$ cat src/hdl/circular_indexed_deque_defines.svh
// Assertion macros shared by the deque RTL.
// Each macro expects i_clk and i_rst_n in scope and is quiet while reset is held.
`ifndef CIRCULAR_INDEXED_DEQUE_DEFINES_SVH
`define CIRCULAR_INDEXED_DEQUE_DEFINES_SVH

// The consequent must hold in the same cycle as the antecedent.
`define CID_ASSERT_SAME(lbl, ante, cons, msg) \
    lbl: assert property (@(posedge i_clk) disable iff (!i_rst_n) (ante) |-> (cons)) \
        else $error(msg);

// The consequent must hold in the cycle after the antecedent.
`define CID_ASSERT_NEXT(lbl, ante, cons, msg) \
    lbl: assert property (@(posedge i_clk) disable iff (!i_rst_n) (ante) |=> (cons)) \
        else $error(msg);

`endif

$ cat src/hdl/cid_pkg.sv
`default_nettype none

package cid_pkg;

    // Storage geometry and field widths.
    localparam int CAPACITY = 1024;
    localparam int ADDR_W   = $clog2(CAPACITY);
    localparam int POS_W    = 11;
    localparam int DATA_W   = 32;
    localparam int SUM_W    = POS_W + 1;

    typedef enum logic [1:0] {
        OP_INSERT = 2'd0,
        OP_ERASE  = 2'd1,
        OP_SET    = 2'd2,
        OP_GET    = 2'd3
    } t_op;

    typedef enum logic [1:0] {
        ST_OK    = 2'd0,
        ST_FULL  = 2'd1,
        ST_RANGE = 2'd2
    } t_status;

    typedef enum logic [2:0] {
        S_IDLE,
        S_DECODE,
        S_GET_WAIT,
        S_SHIFT,
        S_DRAIN,
        S_FINISH
    } t_state;

    // Request word.
    typedef struct packed {
        t_op                      operation;
        logic [POS_W-1:0]         position;
        logic signed [DATA_W-1:0] value;
    } t_req;

    // Result word.
    typedef struct packed {
        logic signed [DATA_W-1:0] read_data;
        logic [POS_W-1:0]         count;
        t_status                  status;
    } t_rsp;

    // Memory access bundle from the sequencer to the ring store.
    typedef struct packed {
        logic              we;
        logic [ADDR_W-1:0] waddr;
        logic [DATA_W-1:0] wdata;
        logic [ADDR_W-1:0] raddr;
    } t_ram_req;

    // Physical slot of a logical index, wrapping once around the ring.
    function automatic logic [ADDR_W-1:0] slot_of(input logic [ADDR_W-1:0] head,
                                                  input logic [POS_W-1:0] idx);
        logic [SUM_W-1:0] sum;
        sum = SUM_W'(head) + SUM_W'(idx);
        if (sum >= SUM_W'(CAPACITY)) begin
            sum = sum - SUM_W'(CAPACITY);
        end
        return sum[ADDR_W-1:0];
    endfunction

endpackage

`default_nettype wire

$ cat src/hdl/cid_seq.sv
`default_nettype none

// Request sequencer: holds head and count, decodes each request and walks the
// shift loop one element per cycle through the ring store.
module cid_seq (
    input  wire logic                       i_clk,
    input  wire logic                       i_rst_n,
    input  wire logic                       i_start,
    input  wire cid_pkg::t_req              i_req,
    input  wire logic [cid_pkg::DATA_W-1:0] i_rdata,
    output logic                            o_busy,
    output cid_pkg::t_ram_req               o_ram_req,
    output logic                            o_strobe,
    output cid_pkg::t_rsp                   o_rsp
);

    cid_pkg::t_state                 r_state,   n_state;
    logic [cid_pkg::ADDR_W-1:0]      r_head,    n_head;
    logic [cid_pkg::POS_W-1:0]       r_count,   n_count;
    cid_pkg::t_req                   r_req,     n_req;
    logic [cid_pkg::POS_W-1:0]       r_k,       n_k;
    logic                            r_wr_pend, n_wr_pend;
    logic [cid_pkg::ADDR_W-1:0]      r_wr_slot, n_wr_slot;
    logic                            r_strobe,  n_strobe;
    cid_pkg::t_rsp                   r_rsp,     n_rsp;

    logic                            w_is_ins;
    logic [cid_pkg::POS_W-1:0]       w_pos;
    logic [cid_pkg::POS_W-1:0]       w_last_idx;
    cid_pkg::t_status                w_status;
    logic                            w_ins_mid;
    logic                            w_ers_mid;
    logic                            w_shift_last;
    logic [cid_pkg::POS_W-1:0]       w_src_k;
    logic [cid_pkg::ADDR_W-1:0]      w_pos_slot;
    logic [cid_pkg::ADDR_W-1:0]      w_cnt_slot;
    logic [cid_pkg::ADDR_W-1:0]      w_src_slot;
    logic [cid_pkg::ADDR_W-1:0]      w_dst_slot;
    logic [cid_pkg::ADDR_W-1:0]      w_head_dec;
    logic [cid_pkg::ADDR_W-1:0]      w_head_inc;

    // Decode of the held request.
    always_comb begin
        w_is_ins   = (r_req.operation == cid_pkg::OP_INSERT);
        w_pos      = r_req.position;
        w_last_idx = r_count - cid_pkg::POS_W'(1);
        if (w_is_ins) begin
            if (w_pos > r_count) begin
                w_status = cid_pkg::ST_RANGE;
            end else if (r_count == cid_pkg::POS_W'(cid_pkg::CAPACITY)) begin
                w_status = cid_pkg::ST_FULL;
            end else begin
                w_status = cid_pkg::ST_OK;
            end
        end else if (w_pos >= r_count) begin
            w_status = cid_pkg::ST_RANGE;
        end else begin
            w_status = cid_pkg::ST_OK;
        end
        w_ins_mid    = (w_pos != '0) && (w_pos != r_count);
        w_ers_mid    = (w_pos != '0) && (w_pos != w_last_idx);
        // Insert moves data toward the back, erase toward the front.
        w_src_k      = w_is_ins ? (r_k - cid_pkg::POS_W'(1)) : (r_k + cid_pkg::POS_W'(1));
        w_shift_last = w_is_ins ? (r_k == w_pos + cid_pkg::POS_W'(1))
                                : (r_k + cid_pkg::POS_W'(2) == r_count);
    end

    // Slot addresses and head neighbors.
    always_comb begin
        w_pos_slot = cid_pkg::slot_of(r_head, w_pos);
        w_cnt_slot = cid_pkg::slot_of(r_head, r_count);
        w_src_slot = cid_pkg::slot_of(r_head, w_src_k);
        w_dst_slot = cid_pkg::slot_of(r_head, r_k);
        w_head_dec = (r_head == '0) ? cid_pkg::ADDR_W'(cid_pkg::CAPACITY - 1)
                                    : r_head - cid_pkg::ADDR_W'(1);
        w_head_inc = (r_head == cid_pkg::ADDR_W'(cid_pkg::CAPACITY - 1)) ? '0
                                    : r_head + cid_pkg::ADDR_W'(1);
    end

    // Next state.
    always_comb begin
        n_state = r_state;
        case (r_state)
            cid_pkg::S_IDLE: begin
                if (i_start) begin
                    n_state = cid_pkg::S_DECODE;
                end
            end
            cid_pkg::S_DECODE: begin
                n_state = cid_pkg::S_IDLE;
                if (w_status == cid_pkg::ST_OK) begin
                    case (r_req.operation)
                        cid_pkg::OP_GET: begin
                            n_state = cid_pkg::S_GET_WAIT;
                        end
                        cid_pkg::OP_INSERT: begin
                            if (w_ins_mid) begin
                                n_state = cid_pkg::S_SHIFT;
                            end
                        end
                        cid_pkg::OP_ERASE: begin
                            if (w_ers_mid) begin
                                n_state = cid_pkg::S_SHIFT;
                            end
                        end
                        default: begin
                            n_state = cid_pkg::S_IDLE;
                        end
                    endcase
                end
            end
            cid_pkg::S_GET_WAIT: begin
                n_state = cid_pkg::S_IDLE;
            end
            cid_pkg::S_SHIFT: begin
                if (w_shift_last) begin
                    n_state = cid_pkg::S_DRAIN;
                end
            end
            cid_pkg::S_DRAIN: begin
                n_state = cid_pkg::S_FINISH;
            end
            cid_pkg::S_FINISH: begin
                n_state = cid_pkg::S_IDLE;
            end
            default: begin
                n_state = cid_pkg::S_IDLE;
            end
        endcase
    end

    // Memory controls and register updates.
    always_comb begin
        n_head          = r_head;
        n_count         = r_count;
        n_req           = r_req;
        n_k             = r_k;
        n_wr_pend       = r_wr_pend;
        n_wr_slot       = r_wr_slot;
        n_strobe        = 1'b0;
        n_rsp           = r_rsp;
        o_ram_req.we    = 1'b0;
        o_ram_req.waddr = r_wr_slot;
        o_ram_req.wdata = i_rdata;
        o_ram_req.raddr = w_src_slot;
        case (r_state)
            cid_pkg::S_IDLE: begin
                n_wr_pend = 1'b0;
                if (i_start) begin
                    n_req = i_req;
                end
            end
            cid_pkg::S_DECODE: begin
                n_rsp.read_data = '0;
                n_rsp.status    = w_status;
                n_strobe        = 1'b1;
                if (w_status == cid_pkg::ST_OK) begin
                    case (r_req.operation)
                        cid_pkg::OP_INSERT: begin
                            if (w_pos == '0) begin
                                n_head          = w_head_dec;
                                o_ram_req.we    = 1'b1;
                                o_ram_req.waddr = w_head_dec;
                                o_ram_req.wdata = r_req.value;
                                n_count         = r_count + cid_pkg::POS_W'(1);
                            end else if (w_pos == r_count) begin
                                o_ram_req.we    = 1'b1;
                                o_ram_req.waddr = w_cnt_slot;
                                o_ram_req.wdata = r_req.value;
                                n_count         = r_count + cid_pkg::POS_W'(1);
                            end else begin
                                n_k      = r_count;
                                n_strobe = 1'b0;
                            end
                        end
                        cid_pkg::OP_ERASE: begin
                            if (w_pos == '0) begin
                                n_head  = w_head_inc;
                                n_count = w_last_idx;
                            end else if (w_pos == w_last_idx) begin
                                n_count = w_last_idx;
                            end else begin
                                n_k      = w_pos;
                                n_strobe = 1'b0;
                            end
                        end
                        cid_pkg::OP_SET: begin
                            o_ram_req.we    = 1'b1;
                            o_ram_req.waddr = w_pos_slot;
                            o_ram_req.wdata = r_req.value;
                        end
                        cid_pkg::OP_GET: begin
                            o_ram_req.raddr = w_pos_slot;
                            n_strobe        = 1'b0;
                        end
                        default: begin
                            n_strobe = 1'b1;
                        end
                    endcase
                end
                n_rsp.count = n_count;
            end
            cid_pkg::S_GET_WAIT: begin
                n_rsp.read_data = i_rdata;
                n_rsp.count     = r_count;
                n_rsp.status    = cid_pkg::ST_OK;
                n_strobe        = 1'b1;
            end
            cid_pkg::S_SHIFT: begin
                // Read the next source while writing the word read last cycle.
                o_ram_req.we = r_wr_pend;
                n_wr_slot    = w_dst_slot;
                n_wr_pend    = 1'b1;
                n_k          = w_src_k;
            end
            cid_pkg::S_DRAIN: begin
                o_ram_req.we = r_wr_pend;
                n_wr_pend    = 1'b0;
            end
            cid_pkg::S_FINISH: begin
                if (w_is_ins) begin
                    o_ram_req.we    = 1'b1;
                    o_ram_req.waddr = w_pos_slot;
                    o_ram_req.wdata = r_req.value;
                    n_count         = r_count + cid_pkg::POS_W'(1);
                end else begin
                    n_count = w_last_idx;
                end
                n_rsp.read_data = '0;
                n_rsp.count     = n_count;
                n_rsp.status    = cid_pkg::ST_OK;
                n_strobe        = 1'b1;
            end
            default: begin
                n_wr_pend = 1'b0;
            end
        endcase
    end

    // Control registers.
    always_ff @(posedge i_clk) begin
        if (!i_rst_n) begin
            r_state   <= cid_pkg::S_IDLE;
            r_head    <= '0;
            r_count   <= '0;
            r_wr_pend <= 1'b0;
            r_strobe  <= 1'b0;
        end else begin
            r_state   <= n_state;
            r_head    <= n_head;
            r_count   <= n_count;
            r_wr_pend <= n_wr_pend;
            r_strobe  <= n_strobe;
        end
    end

    // Payload registers.
    always_ff @(posedge i_clk) begin
        r_req     <= n_req;
        r_k       <= n_k;
        r_wr_slot <= n_wr_slot;
        r_rsp     <= n_rsp;
    end

    assign o_busy   = (r_state != cid_pkg::S_IDLE);
    assign o_strobe = r_strobe;
    assign o_rsp    = r_rsp;

endmodule

`default_nettype wire

$ cat config.mk
export PLATFORM = sky130hd
export DESIGN_NAME = cid_seq
export DESIGN_NICKNAME = d
export VERILOG_FILES = /design/src/hdl/circular_indexed_deque_defines.svh /design/src/hdl/cid_pkg.sv /design/src/hdl/cid_seq.sv
export SDC_FILE = /design/constraint.sdc
export NUM_CORES = 1
export LEC_CHECK = 0
export BUFFER_PORTS_ARGS = -buffer_cell sky130_fd_sc_hd__clkbuf_2
export CORE_MARGIN = 5
export CORE_UTILIZATION = 25
export DETAILED_ROUTE_END_ITERATION = 10
export GPL_TIMING_DRIVEN = 0
export MAX_ROUTING_LAYER = met4
export PLACE_DENSITY_LB_ADDON = 0.05
export SLEW_MARGIN = 30
export SYNTH_ARGS = -nofsm -noshare
export SYNTH_HDL_FRONTEND = slang
export SYNTH_SLANG_ARGS = --single-unit
$ cat constraint.sdc
create_clock -name i_clk -period 12.56 [get_ports i_clk]
set_input_delay 2.512 -clock i_clk [delete_from_list [all_inputs] [get_ports i_clk]]
set_output_delay 2.512 -clock i_clk [all_outputs]
set_load 0.005 [all_outputs]
==> out/metrics.cfg <==
[clock_network]
clk_pin_slew_worst_paths_ps=60
post_cts_buffers=0
cts_tree=yes
htree_levels=4
cts_root_buf=clkbuf_16
clkLatencyLatePin_ps=440
cts_buffers=17
clockBufferDepth=2
clock_sinks=137
cts_resized=0
ctsHoldBuffers=0

[floorplan]
placementRows=75
start_util=0.251
core_area_sq_mm=0.0418
io_pins=180
dieArea_sq_mm=0.0462
die_w_um=215
die_y_um=215

[grt]
grt_pass1_vias=9798
antenna_found_initial=0
globalRouteTotalUtil=0.197
grt_first_pass_wirelength_mm=66.5
grt_start_max_net_pins=47
overflow=0

[placed_design]
place_inst=1908
portBuffers=178
gp_congestion=0.933
dpl.hpwl_mm=35.2

[detailed_routing]
dr.pass1.iters=5
drt_iter0_drc=805
wl_per_cell_um=23.4
drt-total-wl_mm=45.3
antenna_left=0
routed_via_density=5.13
drc_errors=0
vias=9938

[logic_synthesis]
synth-warning-count=0
syn_area_sq_mm=0.0105
avgSynthCellArea_sq_um=8.82
synth_fp_nets=1329
ys_async_sr_fraction=0
synth.distinct_cells=76
ys_seq_area_frac=0.367
synthDominantCellAreaShare=0.318
synthFlopType=edfxtp_1
synth_edf_count=111
synth-seq-cells=137
yosys.area.top_type=edfxtp_1
syn_inst=1189
synth_area_leaders=edfxtp_1, ha_1, xnor2_1

[timing]
hold_violations=0
min_period_over_period=0.721
timing.setup.tns_ps=0
worstMarginPinSlew_ps=1000
worst_slew_margin_rel=0.332
drv_slew=0
finClkSkew_ps=11.9
fmax_mhz=110
setup_viol=0
rsz0062_at_grt=false
finalCriticalPeriod_ps=9060

[hold_path]
min_from=r_wr_pend
hold_class=flip-flop to flip-flop
min_path_cells=2
holdPathEnd=r_wr_pend

[finish]
multi_input_area_sq_mm=0.00619
final_layout_size_suffix_gt1_frac=0.191
area_growth_pct=21.1
register_area_sq_mm=0.00385
final_cell_count_no_fill=1938
n_fill_cell=4438
nets=1528
antenna_cells=0

[power]
p_sw_uw=355
vdd_drop_max_mv=0.0882
comb_power_share=0.163
seqPwrFrac=0.420
p_clk_frac=0.417
leakagePower_uw=0.00492
powerDensity_mw_per_mm2=98.6
p_int_uw=897
swShare=0.284

[worst_setup_path]
worstReg2RegStart=r_count[6]
critPathSlowestCell=buf_1
crit_start=r_req[43]
worstPathRequired_ps=10050
cp_top_family=buffers and inverters
reg2reg_depth=13
critPathCaptureType=output pin
path_common_cell=xnor2_1
path_cells=clkbuf_1, nor2_1, clkbuf_1, buf_1, buf_1, xnor2_1, ha_1, or3_1, a21oi_1, nor2_1, and3_1, a21oi_1, o21ai_0, xnor2_1, ha_1, a21o_1, a31oi_1, xnor2_1, mux2i_1, clkbuf_2
slowest_delay_ps=800
path_class=flip-flop to output pin
r2r_slack_ps=6800
r2r-end=r_head[9]
worstPathArrival_ps=6550
cp-start-kind=flip-flop
critPathBufInv=5
crit_path_max_fanout=10

[job]
maxCapViolCount=0

[status]
status=complete, no violations

## power groups by stage
stage / registers [uW] / logic [uW] / clock network, uW
after floorplan: 531 / 116 / 0
after global placement: 537 / 202 / 0
final: 526 / 204 / 522
after detailed placement: 536 / 205 / 0
after global routing: 528 / 223 / 560
after CTS: 526 / 206 / 539
## worst register-to-register path: stages, from the launching register on
cell and delay, ps:
dfxtp_1 380, clkbuf_1 700, clkinv_1 640, ha_1 500
nand4_1 210, nor4_1 770, a21oi_1 110, nor2_1 380
nand2_1 300, nor4_2 830, clkbuf_1 450, o221ai_1 200
o21ai_0 110, nor2_1 60
## layer usage
metal / vias up / part of all wire / routed length (um) / global-route usage
met5: - / 0 / 0 / -
met4: 0 / 0.022 / 985 / 0.0522
met3: 50 / 0.050 / 2270 / 0.0395
met2: 283 / 0.47 / 21300 / 0.312
met1: 4854 / 0.46 / 20700 / 0.260
li1: 4751 / - / - / -
## per-stage QoR
stage	hold WS, ps	cell area, sq um	util	worst slack (ps)	power [uW]
2_1_floorplan	437	10500	-	6090	647
3_3_place_gp	457	12100	0.289	3950	739
3_5_place_dp	467	12100	0.290	3960	741
4_1_cts	476	12700	0.304	3450	1270
5_1_grt	504	12700	0.304	3280	1310
6_report	469	12700	0.304	3500	1250
## worst max path at each step
| stage | end | slack [ps] | cells after the start |
|---|---|---|---|
| 3_3_place_gp | o_ram_req[9] | 3950 | 20 |
| 2_1_floorplan | o_ram_req[9] | 6090 | 19 |
| 3_5_place_dp | o_ram_req[9] | 3960 | 20 |
| 4_1_cts | o_ram_req[9] | 3450 | 20 |
| 5_1_grt | o_ram_req[9] | 3280 | 20 |
| 6_report | o_ram_req[9] | 3500 | 20 |
## synthesized netlist by cell type (9+ instances only)
master and number:
inv_1 36, nand2b_1 12, o21ai_1 17, xnor2_1 73, a21oi_1 92, nor4_1 13
o21ai_0 59, o21bai_1 9, nand2_1 102, ha_1 56, mux2_2 28, a22oi_1 13
nand4_1 11, dfxtp_1 26, and2_1 35, nor2_1 110, or3_1 13, clkbuf_1 64
a21o_1 19, buf_1 10, and3_1 14, nand3_1 28, edfxtp_1 111, nor3_1 28
a31oi_1 23, xor2_1 32, o22ai_1 16
## state kept, by name (all words and copies together), names as in the netlist
register   flops
o_rsp         45
o_strobe       1
r_wr_pend      1
r_wr_slot     10
r_req         34
r_count       11
r_head        10
w_pos         11
r_k           11
r_state        3
## layout make-up
type / count / area share
clock buffer: 17 / 0.0335
buffer: 84 / 0.0262
sequential: 137 / 0.303
multi-input combinational: 930 / 0.488
clock inverter: 13 / 0.0120
tap: 539 / 0.0531
timing repair buffer: 180 / 0.0729
inverter: 38 / 0.0112
## placed cells by master, fill, tap and decap left out, types with 7 or more instances in the layout
cell,count
a22oi_1,13
edfxtp_1,111
and3_1,13
o32ai_1,7
nor3_1,27
a211oi_1,8
buf_1,10
o21bai_1,9
and2_1,35
xor2_1,32
clkbuf_2,178
a31oi_1,23
buf_2,8
nand2_1,102
inv_1,36
o21ai_1,17
nand4_1,11
o221ai_1,8
o22ai_1,16
clkbuf_1,64
ha_1,56
dfxtp_1,26
a21oi_1,92
o211ai_1,8
nand2b_1,12
or3_1,13
a21o_1,19
o21ai_0,59
nor2_1,110
nor4_1,12
clkbuf_16,17
mux2_2,28
xnor2_1,73
nand3_1,28
## kinds of logic after synthesis
| group | count (synthesis) | synth area share |
|---|---|---|
| adder cells (fa/ha/maj) | 60 | 0.0744 |
| AO/OA/AOI/OAI | 320 | 0.191 |
| buffers and inverters | 122 | 0.0453 |
| multiplexers | 38 | 0.0403 |
| flip-flops | 137 | 0.367 |
| AND/OR/NAND/NOR | 407 | 0.194 |
| XOR/XNOR | 105 | 0.0877 |
No activity file was read; power rests on OpenSTA's default activity.
